`config.mk`:
```
export PLATFORM = sky130hd
export DESIGN_NAME = ima_adpcm_block_decoder
export DESIGN_NICKNAME = d
export VERILOG_FILES = /design/src/hw/rtl/imabd_pkg.sv /design/src/hw/rtl/imabd_front.sv /design/src/hw/rtl/imabd_cmd_queue.sv /design/src/hw/rtl/imabd_back.sv /design/src/hw/rtl/ima_adpcm_block_decoder.sv
export SDC_FILE = /design/constraint.sdc
export NUM_CORES = 1
export LEC_CHECK = 0
export ABC_AREA = 1
export CAP_MARGIN = 10
export CORE_AREA = 2 2 222 224
export CTS_BUF_LIST = sky130_fd_sc_hd__clkbuf_4 sky130_fd_sc_hd__clkbuf_8 sky130_fd_sc_hd__clkbuf_16
export DETAILED_ROUTE_END_ITERATION = 16
export DIE_AREA = 0 0 224 226
export DONT_BUFFER_PORTS = 1
export PLACE_DENSITY = 0.64
export SLEW_MARGIN = 20
export SYNTH_ARGS = -nofsm -noshare
export SYNTH_HDL_FRONTEND = slang
export SYNTH_SLANG_ARGS = --single-unit
```
`constraint.sdc`:
```
create_clock -name clk -period 8.7 [get_ports clk]
set_input_delay 0.87 -clock clk [delete_from_list [all_inputs] [get_ports clk]]
set_output_delay 0.87 -clock clk [all_outputs]
set_load 0.05 [all_outputs]
```
`src/hw/rtl/imabd_pkg.sv`:
```
`default_nettype none
// ----------------------------------------------------------------------------
// IMA ADPCM block decoder package
// Shared types, register indexes and the IMA step table.
// ----------------------------------------------------------------------------
package imabd_pkg;

    localparam int CFG_IDX_W = 2;
    localparam logic [CFG_IDX_W-1:0] CFG_SAMPLES_PER_BLOCK = 2'd0;
    localparam logic [CFG_IDX_W-1:0] CFG_TOTAL_SAMPLES     = 2'd1;

    localparam logic [15:0] SPB_RESET   = 16'd505;
    localparam logic [31:0] TOTAL_RESET = 32'hFFFF_FFFF;

    localparam logic [6:0] IDX_MAX = 7'd88;

    typedef struct packed {
        logic [7:0] stream_byte;
        logic       restart;
    } in_t;

    typedef struct packed {
        logic signed [15:0] sample;
        logic               last;
        logic               stream_end;
    } out_t;

    typedef enum logic [1:0] {
        CMD_HEADER = 2'd0,
        CMD_ONE    = 2'd1,
        CMD_TWO    = 2'd2
    } cmd_kind_t;

    typedef struct packed {
        cmd_kind_t   kind;
        logic        clr;
        logic [15:0] value;
        logic [6:0]  index;
    } cmd_t;

    function automatic logic [14:0] step_size(input logic [6:0] idx);
        logic [14:0] s;
        begin
            unique case (idx)
                7'd0:  s = 15'd7;
                7'd1:  s = 15'd8;
                7'd2:  s = 15'd9;
                7'd3:  s = 15'd10;
                7'd4:  s = 15'd11;
                7'd5:  s = 15'd12;
                7'd6:  s = 15'd13;
                7'd7:  s = 15'd14;
                7'd8:  s = 15'd16;
                7'd9:  s = 15'd17;
                7'd10: s = 15'd19;
                7'd11: s = 15'd21;
                7'd12: s = 15'd23;
                7'd13: s = 15'd25;
                7'd14: s = 15'd28;
                7'd15: s = 15'd31;
                7'd16: s = 15'd34;
                7'd17: s = 15'd37;
                7'd18: s = 15'd41;
                7'd19: s = 15'd45;
                7'd20: s = 15'd50;
                7'd21: s = 15'd55;
                7'd22: s = 15'd60;
                7'd23: s = 15'd66;
                7'd24: s = 15'd73;
                7'd25: s = 15'd80;
                7'd26: s = 15'd88;
                7'd27: s = 15'd97;
                7'd28: s = 15'd107;
                7'd29: s = 15'd118;
                7'd30: s = 15'd130;
                7'd31: s = 15'd143;
                7'd32: s = 15'd157;
                7'd33: s = 15'd173;
                7'd34: s = 15'd190;
                7'd35: s = 15'd209;
                7'd36: s = 15'd230;
                7'd37: s = 15'd253;
                7'd38: s = 15'd279;
                7'd39: s = 15'd307;
                7'd40: s = 15'd337;
                7'd41: s = 15'd371;
                7'd42: s = 15'd408;
                7'd43: s = 15'd449;
                7'd44: s = 15'd494;
                7'd45: s = 15'd544;
                7'd46: s = 15'd598;
                7'd47: s = 15'd658;
                7'd48: s = 15'd724;
                7'd49: s = 15'd796;
                7'd50: s = 15'd876;
                7'd51: s = 15'd963;
                7'd52: s = 15'd1060;
                7'd53: s = 15'd1166;
                7'd54: s = 15'd1282;
                7'd55: s = 15'd1411;
                7'd56: s = 15'd1552;
                7'd57: s = 15'd1707;
                7'd58: s = 15'd1878;
                7'd59: s = 15'd2066;
                7'd60: s = 15'd2272;
                7'd61: s = 15'd2499;
                7'd62: s = 15'd2749;
                7'd63: s = 15'd3024;
                7'd64: s = 15'd3327;
                7'd65: s = 15'd3660;
                7'd66: s = 15'd4026;
                7'd67: s = 15'd4428;
                7'd68: s = 15'd4871;
                7'd69: s = 15'd5358;
                7'd70: s = 15'd5894;
                7'd71: s = 15'd6484;
                7'd72: s = 15'd7132;
                7'd73: s = 15'd7845;
                7'd74: s = 15'd8630;
                7'd75: s = 15'd9493;
                7'd76: s = 15'd10442;
                7'd77: s = 15'd11487;
                7'd78: s = 15'd12635;
                7'd79: s = 15'd13899;
                7'd80: s = 15'd15289;
                7'd81: s = 15'd16818;
                7'd82: s = 15'd18500;
                7'd83: s = 15'd20350;
                7'd84: s = 15'd22385;
                7'd85: s = 15'd24623;
                7'd86: s = 15'd27086;
                7'd87: s = 15'd29794;
                default: s = 15'd32767;
            endcase
            return s;
        end
    endfunction

endpackage
`default_nettype wire

```
`src/hw/rtl/imabd_front.sv`:
```
`default_nettype none
// ----------------------------------------------------------------------------
// IMA ADPCM front end
// Accepts stream bytes, parses block headers and turns each data byte and
// each complete header into a decode command for the back end.
// ----------------------------------------------------------------------------
module imabd_front
    import imabd_pkg::*;
(
    input  wire logic        clk,
    input  wire logic        rst_n,
    input  wire logic        push,
    input  wire in_t         in_data,
    input  wire logic        full,
    input  wire logic [15:0] samples_per_block,
    output logic             cmd_push,
    output cmd_t             cmd
);

    typedef enum logic [1:0] {
        PH_LOW   = 2'd0,
        PH_HIGH  = 2'd1,
        PH_INDEX = 2'd2,
        PH_SKIP  = 2'd3
    } phase_t;

    phase_t      phase_reg, phase_next, phase_cur;
    logic [7:0]  low_reg, low_next;
    logic [15:0] pred_reg, pred_next;
    logic [6:0]  idx_reg, idx_next;
    logic [15:0] left_reg, left_next, left_cur;
    logic        clr_reg, clr_next, clr_cur;
    logic        take;
    logic [7:0]  b;

    always_comb
    begin
        take       = push && !full;
        b          = in_data.stream_byte;
        phase_next = phase_reg;
        low_next   = low_reg;
        pred_next  = pred_reg;
        idx_next   = idx_reg;
        left_next  = left_reg;
        clr_next   = clr_reg;
        phase_cur  = in_data.restart ? PH_LOW : phase_reg;
        left_cur   = in_data.restart ? 16'd0 : left_reg;
        clr_cur    = in_data.restart || clr_reg;
        cmd_push   = 1'b0;
        cmd.kind   = CMD_HEADER;
        cmd.clr    = clr_cur;
        cmd.value  = pred_reg;
        cmd.index  = idx_reg;
        if (take)
        begin
            clr_next  = clr_cur;
            left_next = left_cur;
            if (left_cur == 16'd0)
            begin
                unique case (phase_cur)
                    PH_LOW:
                    begin
                        low_next   = b;
                        phase_next = PH_HIGH;
                    end
                    PH_HIGH:
                    begin
                        pred_next  = {b, low_reg};
                        phase_next = PH_INDEX;
                    end
                    PH_INDEX:
                    begin
                        if (b[7])
                        begin
                            idx_next = 7'd0;
                        end
                        else if (b[6:0] > IDX_MAX)
                        begin
                            idx_next = IDX_MAX;
                        end
                        else
                        begin
                            idx_next = b[6:0];
                        end
                        phase_next = PH_SKIP;
                    end
                    PH_SKIP:
                    begin
                        cmd_push   = 1'b1;
                        clr_next   = 1'b0;
                        phase_next = PH_LOW;
                        left_next  = (samples_per_block == 16'd0) ? 16'd0
                                                                  : samples_per_block - 16'd1;
                    end
                    default:
                    begin
                        phase_next = PH_LOW;
                    end
                endcase
            end
            else
            begin
                cmd_push  = 1'b1;
                clr_next  = 1'b0;
                cmd.value = {8'd0, b};
                if (left_cur == 16'd1)
                begin
                    cmd.kind  = CMD_ONE;
                    left_next = 16'd0;
                end
                else
                begin
                    cmd.kind  = CMD_TWO;
                    left_next = left_cur - 16'd2;
                end
            end
        end
    end

    always_ff @(posedge clk or negedge rst_n)
    begin
        if (!rst_n)
        begin
            phase_reg <= PH_LOW;
            low_reg   <= 8'd0;
            pred_reg  <= 16'd0;
            idx_reg   <= 7'd0;
            left_reg  <= 16'd0;
            clr_reg   <= 1'b0;
        end
        else
        begin
            phase_reg <= phase_next;
            low_reg   <= low_next;
            pred_reg  <= pred_next;
            idx_reg   <= idx_next;
            left_reg  <= left_next;
            clr_reg   <= clr_next;
        end
    end

endmodule
`default_nettype wire

```
`src/hw/rtl/imabd_cmd_queue.sv`:
```
`default_nettype none
// ----------------------------------------------------------------------------
// IMA ADPCM command queue
// Two-entry queue that decouples the front end from the decode back end.
// ----------------------------------------------------------------------------
module imabd_cmd_queue
    import imabd_pkg::*;
(
    input  wire logic clk,
    input  wire logic rst_n,
    input  wire logic wr,
    input  wire cmd_t wr_data,
    input  wire logic rd,
    output logic      full,
    output logic      valid,
    output cmd_t      head
);

    cmd_t       entry_reg [2];
    logic       wptr_reg, rptr_reg;
    logic [1:0] count_reg, count_next;
    logic       do_wr, do_rd;

    always_comb
    begin
        full       = (count_reg == 2'd2);
        valid      = (count_reg != 2'd0);
        head       = entry_reg[rptr_reg];
        do_wr      = wr && !full;
        do_rd      = rd && valid;
        count_next = count_reg + {1'b0, do_wr} - {1'b0, do_rd};
    end

    always_ff @(posedge clk or negedge rst_n)
    begin
        if (!rst_n)
        begin
            wptr_reg  <= 1'b0;
            rptr_reg  <= 1'b0;
            count_reg <= 2'd0;
        end
        else
        begin
            if (do_wr)
            begin
                wptr_reg <= !wptr_reg;
            end
            if (do_rd)
            begin
                rptr_reg <= !rptr_reg;
            end
            count_reg <= count_next;
        end
    end

    always_ff @(posedge clk)
    begin
        if (do_wr)
        begin
            entry_reg[wptr_reg] <= wr_data;
        end
    end

endmodule
`default_nettype wire

```
`src/hw/rtl/imabd_back.sv`:
```
`default_nettype none
// ----------------------------------------------------------------------------
// IMA ADPCM decode back end
// Executes header and nibble commands, one sample per cycle while a command
// waits and the output queue has room, and buffers them in a two-entry queue.
// ----------------------------------------------------------------------------
module imabd_back
    import imabd_pkg::*;
(
    input  wire logic        clk,
    input  wire logic        rst_n,
    input  wire logic        cmd_valid,
    input  wire cmd_t        cmd_head,
    output logic             cmd_pop,
    input  wire logic [31:0] total_samples,
    output logic             empty,
    input  wire logic        pop,
    output out_t             out_data
);

    logic signed [15:0] pred_reg, pred_next;
    logic [6:0]         idx_reg, idx_next;
    logic [31:0]        pos_reg, pos_next, pos_base;
    logic               sel_reg, sel_next;

    out_t       ob_reg [2];
    logic       ob_wptr_reg, ob_rptr_reg;
    logic [1:0] ob_count_reg, ob_count_next;
    logic       ob_pop, ob_space;

    logic [3:0]         nib;
    logic [14:0]        step;
    logic [16:0]        diff;
    logic signed [18:0] sum;
    logic signed [15:0] sat;
    logic signed [7:0]  idx_sum;
    logic [6:0]         idx_dec;
    logic               is_hdr, final_nib, fire;
    out_t               result;

    always_comb
    begin
        ob_pop   = pop && (ob_count_reg != 2'd0);
        ob_space = (ob_count_reg != 2'd2) || ob_pop;
        is_hdr   = (cmd_head.kind == CMD_HEADER);
        nib      = sel_reg ? cmd_head.value[7:4] : cmd_head.value[3:0];

        step = step_size(idx_reg);
        diff = {5'd0, step[14:3]};
        if (nib[0])
        begin
            diff = diff + {4'd0, step[14:2]};
        end
        if (nib[1])
        begin
            diff = diff + {3'd0, step[14:1]};
        end
        if (nib[2])
        begin
            diff = diff + {2'd0, step};
        end
        if (nib[3])
        begin
            sum = 19'(pred_reg) - $signed({2'b00, diff});
        end
        else
        begin
            sum = 19'(pred_reg) + $signed({2'b00, diff});
        end
        if (sum > 19'sd32767)
        begin
            sat = 16'sd32767;
        end
        else if (sum < -19'sd32768)
        begin
            sat = -16'sd32768;
        end
        else
        begin
            sat = sum[15:0];
        end

        case (nib[2:0])
            3'd4:    idx_sum = $signed({1'b0, idx_reg}) + 8'sd2;
            3'd5:    idx_sum = $signed({1'b0, idx_reg}) + 8'sd4;
            3'd6:    idx_sum = $signed({1'b0, idx_reg}) + 8'sd6;
            3'd7:    idx_sum = $signed({1'b0, idx_reg}) + 8'sd8;
            default: idx_sum = $signed({1'b0, idx_reg}) - 8'sd1;
        endcase
        if (idx_sum < 8'sd0)
        begin
            idx_dec = 7'd0;
        end
        else if (idx_sum > $signed({1'b0, IDX_MAX}))
        begin
            idx_dec = IDX_MAX;
        end
        else
        begin
            idx_dec = idx_sum[6:0];
        end

        pos_base = (cmd_head.clr && !sel_reg) ? 32'd0 : pos_reg;
        fire     = cmd_valid && ob_space;
        final_nib = is_hdr || (cmd_head.kind == CMD_ONE) || sel_reg;
        cmd_pop  = fire && final_nib;

        pred_next = pred_reg;
        idx_next  = idx_reg;
        pos_next  = pos_reg;
        sel_next  = sel_reg;
        if (fire)
        begin
            pos_next  = (&pos_base) ? pos_base : pos_base + 32'd1;
            pred_next = is_hdr ? $signed(cmd_head.value) : sat;
            idx_next  = is_hdr ? cmd_head.index : idx_dec;
            sel_next  = !final_nib;
        end

        result.sample     = pred_next;
        result.last       = final_nib;
        result.stream_end = (pos_next >= total_samples);

        ob_count_next = ob_count_reg + {1'b0, fire} - {1'b0, ob_pop};
        empty         = (ob_count_reg == 2'd0);
        out_data      = ob_reg[ob_rptr_reg];
    end

    always_ff @(posedge clk or negedge rst_n)
    begin
        if (!rst_n)
        begin
            pred_reg     <= 16'sd0;
            idx_reg      <= 7'd0;
            pos_reg      <= 32'd0;
            sel_reg      <= 1'b0;
            ob_wptr_reg  <= 1'b0;
            ob_rptr_reg  <= 1'b0;
            ob_count_reg <= 2'd0;
        end
        else
        begin
            pred_reg     <= pred_next;
            idx_reg      <= idx_next;
            pos_reg      <= pos_next;
            sel_reg      <= sel_next;
            ob_count_reg <= ob_count_next;
            if (fire)
            begin
                ob_wptr_reg <= !ob_wptr_reg;
            end
            if (ob_pop)
            begin
                ob_rptr_reg <= !ob_rptr_reg;
            end
        end
    end

    always_ff @(posedge clk)
    begin
        if (fire)
        begin
            ob_reg[ob_wptr_reg] <= result;
        end
    end

endmodule
`default_nettype wire

```
`src/hw/rtl/ima_adpcm_block_decoder.sv`:
```
`default_nettype none
// ----------------------------------------------------------------------------
// IMA ADPCM block decoder
// Mono 4-bit IMA ADPCM decoder for block-structured byte streams.
// ----------------------------------------------------------------------------
// Bytes are pushed one per transaction while full is low and are parsed by a
// front end that takes one byte every cycle while full is low. The decode unit
// produces one sample per cycle while its output queue has space, so a data
// byte that yields two samples occupies it for both samples before its command
// is popped. A two-entry command queue sits between the parser and the
// decoder, and a two-entry sample queue sits on the output, so input is taken
// while finished samples wait. A sample is registered in the command queue and
// then in the sample queue before it can be popped. Configuration writes are
// always ready and should only be issued while the decoder is idle.
// ----------------------------------------------------------------------------
module ima_adpcm_block_decoder
    import imabd_pkg::*;
(
    input  wire logic                 clk,
    input  wire logic                 rst_n,
    input  wire logic                 push,
    output logic                      full,
    input  wire in_t                  in_data,
    output logic                      empty,
    input  wire logic                 pop,
    output out_t                      out_data,
    input  wire logic                 cfg_valid,
    output logic                      cfg_ready,
    input  wire logic [CFG_IDX_W-1:0] cfg_index,
    input  wire logic [31:0]          cfg_data
);

    logic [15:0] spb_reg;
    logic [31:0] total_reg;
    logic        cmd_push, cmd_pop, cmd_valid;
    cmd_t        cmd, cmd_head;

    assign cfg_ready = 1'b1;

    always_ff @(posedge clk or negedge rst_n)
    begin
        if (!rst_n)
        begin
            spb_reg   <= SPB_RESET;
            total_reg <= TOTAL_RESET;
        end
        else if (cfg_valid)
        begin
            case (cfg_index)
                CFG_SAMPLES_PER_BLOCK: spb_reg   <= cfg_data[15:0];
                CFG_TOTAL_SAMPLES:     total_reg <= cfg_data;
                default:               spb_reg   <= spb_reg;
            endcase
        end
    end

    imabd_front u_front (
        .clk               (clk),
        .rst_n             (rst_n),
        .push              (push),
        .in_data           (in_data),
        .full              (full),
        .samples_per_block (spb_reg),
        .cmd_push          (cmd_push),
        .cmd               (cmd)
    );

    imabd_cmd_queue u_queue (
        .clk     (clk),
        .rst_n   (rst_n),
        .wr      (cmd_push),
        .wr_data (cmd),
        .rd      (cmd_pop),
        .full    (full),
        .valid   (cmd_valid),
        .head    (cmd_head)
    );

    imabd_back u_back (
        .clk           (clk),
        .rst_n         (rst_n),
        .cmd_valid     (cmd_valid),
        .cmd_head      (cmd_head),
        .cmd_pop       (cmd_pop),
        .total_samples (total_reg),
        .empty         (empty),
        .pop           (pop),
        .out_data      (out_data)
    );

endmodule
`default_nettype wire
```
==> flow_summary_export.csv, run 1 <==
group,metric,value,unit
yosys,synthXorXnorAreaFrac,0.0483,
clock_tree,cts_buffers,27,
yosys,synth_top_family_by_area,"simple AND/OR/NAND/NOR gates",
route,ant_nets,0,
global_routing,use_met1,0.269,
timing,tightest_slew,1.02,ns
global_routing,grtUsageTotal,0.207,
route,drt-total-wl,52.6,mm
yosys,synth-simple-area-share,0.286,
yosys,ys_async_sr_fraction,0.648,
setup_path,crit_slowest_cell,"dfrtp_1",
yosys,mappedNetlistArea,18700,um^2
yosys,synth.mux.area_fraction,0.00858,
floorplanning,rows,81,
timing,fin_crit_sh,0.939,
clock_tree,cts_tree,"done",
yosys,synth_fa_ha_area_frac,0.0898,
placed_design,dp_cells,3215,
cells_and_area,area_growth,17.6,%
global_routing,grt_max_degree,163,
setup_path,cpMostUsedCell,"nand2_1",
floorplanning,coreArea,48300,um^2
clock_tree,clockBufferDepth,3,
route,viasPerCell,5.18,
setup_path,crit_fanout,9,
placed_design,gp_congestion,0.905,
setup_path,crit_family,"simple AND/OR/NAND/NOR gates",
timing,fin_crit,8.17,ns
yosys,syn-instance-count,2516,
clock_tree,cts.sinks,250,
timing,clock_skew,0.0235,ns
route,num_vias,17000,
timing,setup_violations,0,
cells_and_area,stdcell_count,3278,
cells_and_area,final_cell_mix,"659 x nand2_1, 320 x inv_1, 189 x nor2_1, 161 x nand3_1, 153 x buf_4",
yosys,synth_area_per_cell,7.42,um^2
yosys,yosysSeqAreaShare,0.361,
setup_path,r2r_slack,0.53,ns
yosys,synth_edf_count,88,
global_routing,gr-total-overflow,0,
cells_and_area,drive_gt1_frac,0.185,
yosys,synth-compound-area-share,0.114,
setup_path,critPathKind,"flip-flop to flip-flop",
setup_path,critPathBufInv,12,
route,drc_errors,0,
setup_path,crit_arrival,8.44,ns
cells_and_area,layout.nets,2815,
floorplanning,start_util,0.386,
yosys,synth-seq-cells,250,
clock_tree,holdBufCountCts,0,
global_routing,grt-busiest-layer,"met2",
setup_path,critical-path-max-stage-delay,0.41,ns
yosys,ys.flop_type,"dfrtp_1",
timing,clock.fmax,122,MHz
clock_tree,clockRootBuffer,"clkbuf_16",
global_routing,grt_util_met2,0.361,
floorplanning,dieArea,50600,um^2
setup_path,crit_path_end_kind,"flip-flop",
placed_design,dp_hpwl,39.7,mm
floorplanning,top_level_ports,69,
cells_and_area,final_common_cell,"nand2_1",
clock_tree,clkTransAtPathRegs,0.06,ns
global_routing,grt_first_pass_wirelength,85.5,mm
route,routedWlPerCell,16.1,um
global_routing,grtUsageMet3,0.0235,
clock_tree,clock_latency,0.53,ns
run,maxCapViolations,0,
setup_path,critPathRequiredTime,8.97,ns
setup_path,cp-start-kind,"flip-flop",
timing,hold_viol,0,
yosys,synth_fp_nets,2695,
cells_and_area,n_antenna_cell,0,
yosys,yosysWarningCount,0,
timing,maxSlewViolCount,0,
clock_tree,htreeDepth,1,
floorplanning,die_w,224,um
outcome,status,"completed",
route,drtIter0Drc,1239,
floorplanning,die_y,226,um
global_routing,grt_pass1_vias,16800,
timing,slew_headroom,0.315,
min_path,worstHoldPathType,"input port to async pin",
global_routing,antenna_found_initial,1,
cells_and_area,largest_reg_flops,52,
yosys,ys_types,63,
placed_design,portBuffers,0,
route,drtPass1Iterations,5,
synth_stat cells (3+ instances only):
cell type | instances | area share
inv_2 | 16 | 0.0032
mux2i_1 | 7 | 0.0038
o21ai_1 | 14 | 0.0038
a21oi_1 | 131 | 0.035
ha_1 | 126 | 0.084
nand4_1 | 28 | 0.0094
and2_1 | 8 | 0.0027
mux2_2 | 8 | 0.0048
edfxtp_1 | 88 | 0.14
inv_1 | 327 | 0.066
nand3_2 | 24 | 0.013
nor2_4 | 3 | 0.0018
buf_1 | 4 | 0.00080
buf_2 | 14 | 0.0038
nor2_1 | 214 | 0.043
o31ai_1 | 6 | 0.0024
fa_1 | 5 | 0.0054
nand3_1 | 169 | 0.045
clkbuf_1 | 34 | 0.0068
buf_4 | 9 | 0.0036
xnor2_1 | 39 | 0.018
or2_1 | 3 | 0.0010
nor2_2 | 9 | 0.0030
nor3_2 | 3 | 0.0016
nand2_2 | 19 | 0.0064
a21o_1 | 6 | 0.0024
a31oi_1 | 16 | 0.0054
dfstp_2 | 39 | 0.055
o221ai_1 | 15 | 0.0070
nor3_1 | 22 | 0.0059
buf_6 | 11 | 0.0066
o211ai_1 | 20 | 0.0080
o21ai_0 | 145 | 0.039
o21ai_2 | 5 | 0.0023
xor2_1 | 64 | 0.030
nor4_1 | 8 | 0.0027
nand2_1 | 680 | 0.14
nand2_4 | 4 | 0.0024
nand3b_1 | 8 | 0.0032
dfrtp_1 | 123 | 0.16
a211oi_1 | 3 | 0.0012
or2_2 | 10 | 0.0034
kinds of logic (layout without fill, tap and decap cells):
group                      Yosys count  after routing
and+or+nand+nor                   1219           1221
adders and majority gates          131            131
buffers and inverters              419            557
DFF                                250            250
muxes                               15             15
other                                1              1
xor gates and xnor gates           103            103
AOI/OAI and AO/OA                  378            378
layer usage:
metal  up-vias  share of wire
met5         -        0.00023
met3       113          0.045
met4         2          0.033
met1      7986           0.44
li1       8470              -
met2       414           0.48
final cells by class:
cell class | instances | area [um^2]
flip-flops and latches | 250 | 6750
fillers | 4742 | 26400
well taps | 622 | 778
repair buffers | 161 | 1290
multi-input cells | 1849 | 11000
inverters | 347 | 1320
clock inverters | 8 | 52.6
clock buffers | 41 | 812
per-stage QoR:
step | TNS (ns) | area [um^2] | worst slack, ns | hold WS, ns | utilization
2_1_floorplan | 0 | 18700 | 0.570 | 0.436 | -
3_3_place_gp | -2.32 | 20200 | -0.100 | 0.449 | 0.418
3_5_place_dp | -7.63 | 20200 | -0.242 | 0.453 | 0.418
4_1_cts | 0 | 21100 | 0.0207 | 0.00972 | 0.437
5_1_grt | -3.04 | 22000 | -0.122 | 0.00457 | 0.454
6_report | 0 | 22000 | 0.532 | 0.0365 | 0.454
worst paths after layout:
check                                    from                 endpoint  depth (start not counted)
max                         u_back.idx_reg[1]     u_back.ob_reg[1][17]                         59
min                                     rst_n       u_back.pos_reg[16]                          0
max reg2reg                 u_back.idx_reg[1]     u_back.ob_reg[1][17]                         59
min reg2reg                u_front.idx_reg[3]  u_queue.entry_reg[0][3]                          0
max in group asynchronous               rst_n            total_reg[13]                          0
min in group clk                 cfg_data[21]            total_reg[21]                          2
timing repair:
action	CTS	global route
setup buffers	0	11
resized for setup	13	159
setup endpoints to repair	48	48
cloned	1	2
pin swaps	3	29
Power of run 1 is left out: the tool's default activity adds up to more than one toggle a clock period on the data nets, which glitch-free logic cannot reach.
==> run 2, diff against run 1 <==
--- a/config.mk
+++ b/config.mk
@@ -5,13 +5,14 @@
 export SDC_FILE = /design/constraint.sdc
 export NUM_CORES = 1
 export LEC_CHECK = 0
-export ABC_AREA = 1
+export ABC_AREA = 0
 export CAP_MARGIN = 10
-export CORE_AREA = 2 2 222 224
+export CORE_AREA = 2 2 217 219
 export CTS_BUF_LIST = sky130_fd_sc_hd__clkbuf_4 sky130_fd_sc_hd__clkbuf_8 sky130_fd_sc_hd__clkbuf_16
 export DETAILED_ROUTE_END_ITERATION = 16
-export DIE_AREA = 0 0 224 226
+export DIE_AREA = 0 0 219 221
 export DONT_BUFFER_PORTS = 1
+export GPL_ROUTABILITY_DRIVEN = 0
 export PLACE_DENSITY = 0.64
 export SLEW_MARGIN = 20
 export SYNTH_ARGS = -nofsm -noshare
==> flow_summary_export.csv, run 2 <==
group,metric,value,unit
outcome,status,"complete, but fails checks",
outcome,violations,"setup timing",
cells_and_area,layout.nets,2288,
clock_tree,cts_buffers,27,
route,met2WireLength,24.7,mm
setup_path,crit_fanout,8,
route,drc_errors,0,
run,maxCapViolations,0,
timing,tightest_slew,0.889,ns
timing,finalWorstSetupSlack,-0.374,ns
route,top_layer_used,"met4",
route,drt-total-wl,49.5,mm
global_routing,gr-total-overflow,0,
timing,fin_crit,9.07,ns
yosys,ys_async_sr_fraction,0.648,
floorplanning,die_y,221,um
cells_and_area,n_antenna_cell,0,
yosys,ys_top_cells_by_area,"dfrtp_1 17%, edfxtp_1 15%, ha_1 8.9%",
floorplanning,dieArea,48400,um^2
placed_design,portBuffers,0,
yosys,synthTopCellsByCount,"155 x nand2_1, 126 x ha_1, 126 x o21ai_0, 123 x dfrtp_1, 122 x nor2_1",
timing,setup_violations,48,
yosys,syn-instance-count,1847,
global_routing,grt_first_pass_wirelength,81.6,mm
clock_tree,clockRootBuffer,"clkbuf_16",
setup_path,critPathKind,"flip-flop to flip-flop",
yosys,synth-simple-area-share,0.150,
timing,clock.fmax,110,MHz
route,met1_length,21.0,mm
timing,maxSlewViolCount,0,
yosys,ys.flop_type,"dfrtp_1",
clock_tree,htreeDepth,1,
global_routing,grt_pass1_vias,15600,
floorplanning,die_w,219,um
floorplanning,rows,79,
yosys,synth_fa_ha_area_frac,0.0942,
route,dr_wl_met3,2.52,mm
cells_and_area,largest_reg_flops,52,
setup_path,critPathRequiredTime,8.99,ns
setup_path,crit_slowest_cell,"mux4_2",
setup_path,cp-start-kind,"flip-flop",
route,drtIter0Drc,1230,
yosys,ys_types,81,
setup_path,critical-path-max-stage-delay,0.46,ns
cells_and_area,final_area,22400,um^2
setup_path,crit_path_end_kind,"flip-flop",
cells_and_area,final_cell_mix,"303 x buf_4, 154 x nand2_1, 120 x mux2_2, 120 x dfrtp_1, 115 x nor2_1",
yosys,synthXorXnorAreaFrac,0.0502,
global_routing,grtUsageTotal,0.204,
yosys,yosysSeqAreaShare,0.379,
yosys,synth_top_family_by_area,"compound AO/OA/AOI/OAI gates",
timing,fin_crit_sh,1.04,
timing,clock_skew,0.0311,ns
floorplanning,coreArea,46100,um^2
route,drtPass1Iterations,6,
timing,hold_viol,0,
setup_path,cpMostUsedCell,"or3_1",
setup_path,r2r_slack,-0.37,ns
yosys,synth_top_area_share,0.173,
yosys,yosysTopAreaCell,"dfrtp_1",
yosys,yosysWarningCount,0,
timing,slew_headroom,0.408,
clock_tree,cts.sinks,250,
setup_path,crit_arrival,9.36,ns
timing,rsz0062_at_grt,"yes",
global_routing,grt_max_degree,122,
yosys,synth_edf_count,88,
yosys,synth-seq-cells,250,
clock_tree,clock_latency,0.56,ns
yosys,synth-compound-area-share,0.184,
cells_and_area,finalCoreUtilization,0.486,
clock_tree,clockBufferDepth,3,
route,ant_nets,0,
cells_and_area,drive_gt1_frac,0.310,
clock_tree,cts_tree,"done",
yosys,synth_fp_nets,2026,
cells_and_area,area_growth,25.8,%
yosys,synth.mux.area_fraction,0.106,
global_routing,antenna_found_initial,0,
route,viasPerCell,5.59,
yosys,synth_most_common_cell,"nand2_1",
yosys,mappedNetlistArea,17800,um^2
cells_and_area,final_common_cell,"buf_4",
floorplanning,start_util,0.386,
clock_tree,clkTransAtPathRegs,0.06,ns
placed_design,dp_hpwl,36.6,mm
floorplanning,top_level_ports,69,
placed_design,place_area,20700,um^2
route,num_vias,15300,
min_path,worstHoldPathType,"input port to async pin",
yosys,synth_area_per_cell,9.64,um^2
route,routedWlPerCell,18.1,um
## run 2: changes by cell type in the layout (fill, tap and decap cells not counted), moves of 27 or more
cell      before  now
nand3_2       30    2
inv_1        320   77
nand2_1      659  154
buf_4        153  303
mux2i_1        7   35
nand3_1      161   37
nand2b_1       0   38
mux2_2         8  120
nor2b_1        0   27
nand2_2       38    1
nor2_1       189  115
## run 2: worst max-delay path: cells and delay by family (launching register included)
family | cells | cell delay [ns]
compound gates | 16 | 2.67
simple gates | 12 | 2.36
fa+ha+maj | 5 | 1.54
buf+inv | 6 | 0.89
xor+xnor | 4 | 0.49
mux | 1 | 0.46
flops | 1 | 0.39
## run 2: final timing paths
| kind | startpoint | endpoint | cells after the start |
|---|---|---|---|
| max | u_back.idx_reg[0] | u_back.ob_reg[1][14] | 44 |
| min | rst_n | spb_reg[11] | 0 |
| max reg2reg | u_back.idx_reg[0] | u_back.ob_reg[1][14] | 44 |
| min reg2reg | u_front.idx_reg[0] | u_queue.entry_reg[0][0] | 0 |
| max in group asynchronous | rst_n | u_back.pos_reg[18] | 1 |
| min in group clk | in_data[8] | u_front.idx_reg[3] | 1 |
## run 2: final cells by class
class / instances / area, um^2
multi-input cells: 1428 / 11000
fillers: 4252 / 23700
clock inverters: 15 / 229
well taps: 607 / 759
clock buffers: 35 / 742
flip-flops and latches: 250 / 6750
repair buffers: 320 / 2540
inverters: 82 / 319
## run 2: through the flow
| stage | setup WS [ns] | instances | hold WS (ns) | setup TNS, ns |
|---|---|---|---|---|
| 2_1_floorplan | -0.228 | 1847 | 0.442 | -7.52 |
| 3_3_place_gp | -0.642 | 2659 | 0.444 | -26.10 |
| 3_5_place_dp | -0.784 | 2659 | 0.458 | -32.38 |
| 4_1_cts | -0.247 | 2729 | 0.0000947 | -8.48 |
| 5_1_grt | -0.847 | 2737 | 0.00121 | -35.52 |
| 6_report | -0.374 | 2737 | 0.0366 | -13.04 |
## run 2: kinds of logic (layout without fill, tap and decap cells)
family	after synthesis	after routing
AND/OR/NAND/NOR	540	540
AO/OA/AOI/OAI	489	489
flip-flops	250	250
buffers and inverters	169	452
multiplexers	165	165
adder cells (fa/ha/maj)	131	131
XOR/XNOR	102	102
other	1	1
## run 2: repair_timing
item,CTS,global route
resized for setup,56,39
pin swaps,24,36
buffers inserted,16,6
hold buffers,3,3
cloned,1,0
hold endpoints to repair,32,2
endpoints found under the setup margin,48,48
## run 2: layer usage
metal | global-route usage | vias to the layer above
li1 | - | 7355
met1 | 0.264 | 7425
met2 | 0.357 | 422
met3 | 0.0278 | 110
met4 | 0.0532 | 0
met5 | 0 | -
Power of run 2 is left out for the same reason.
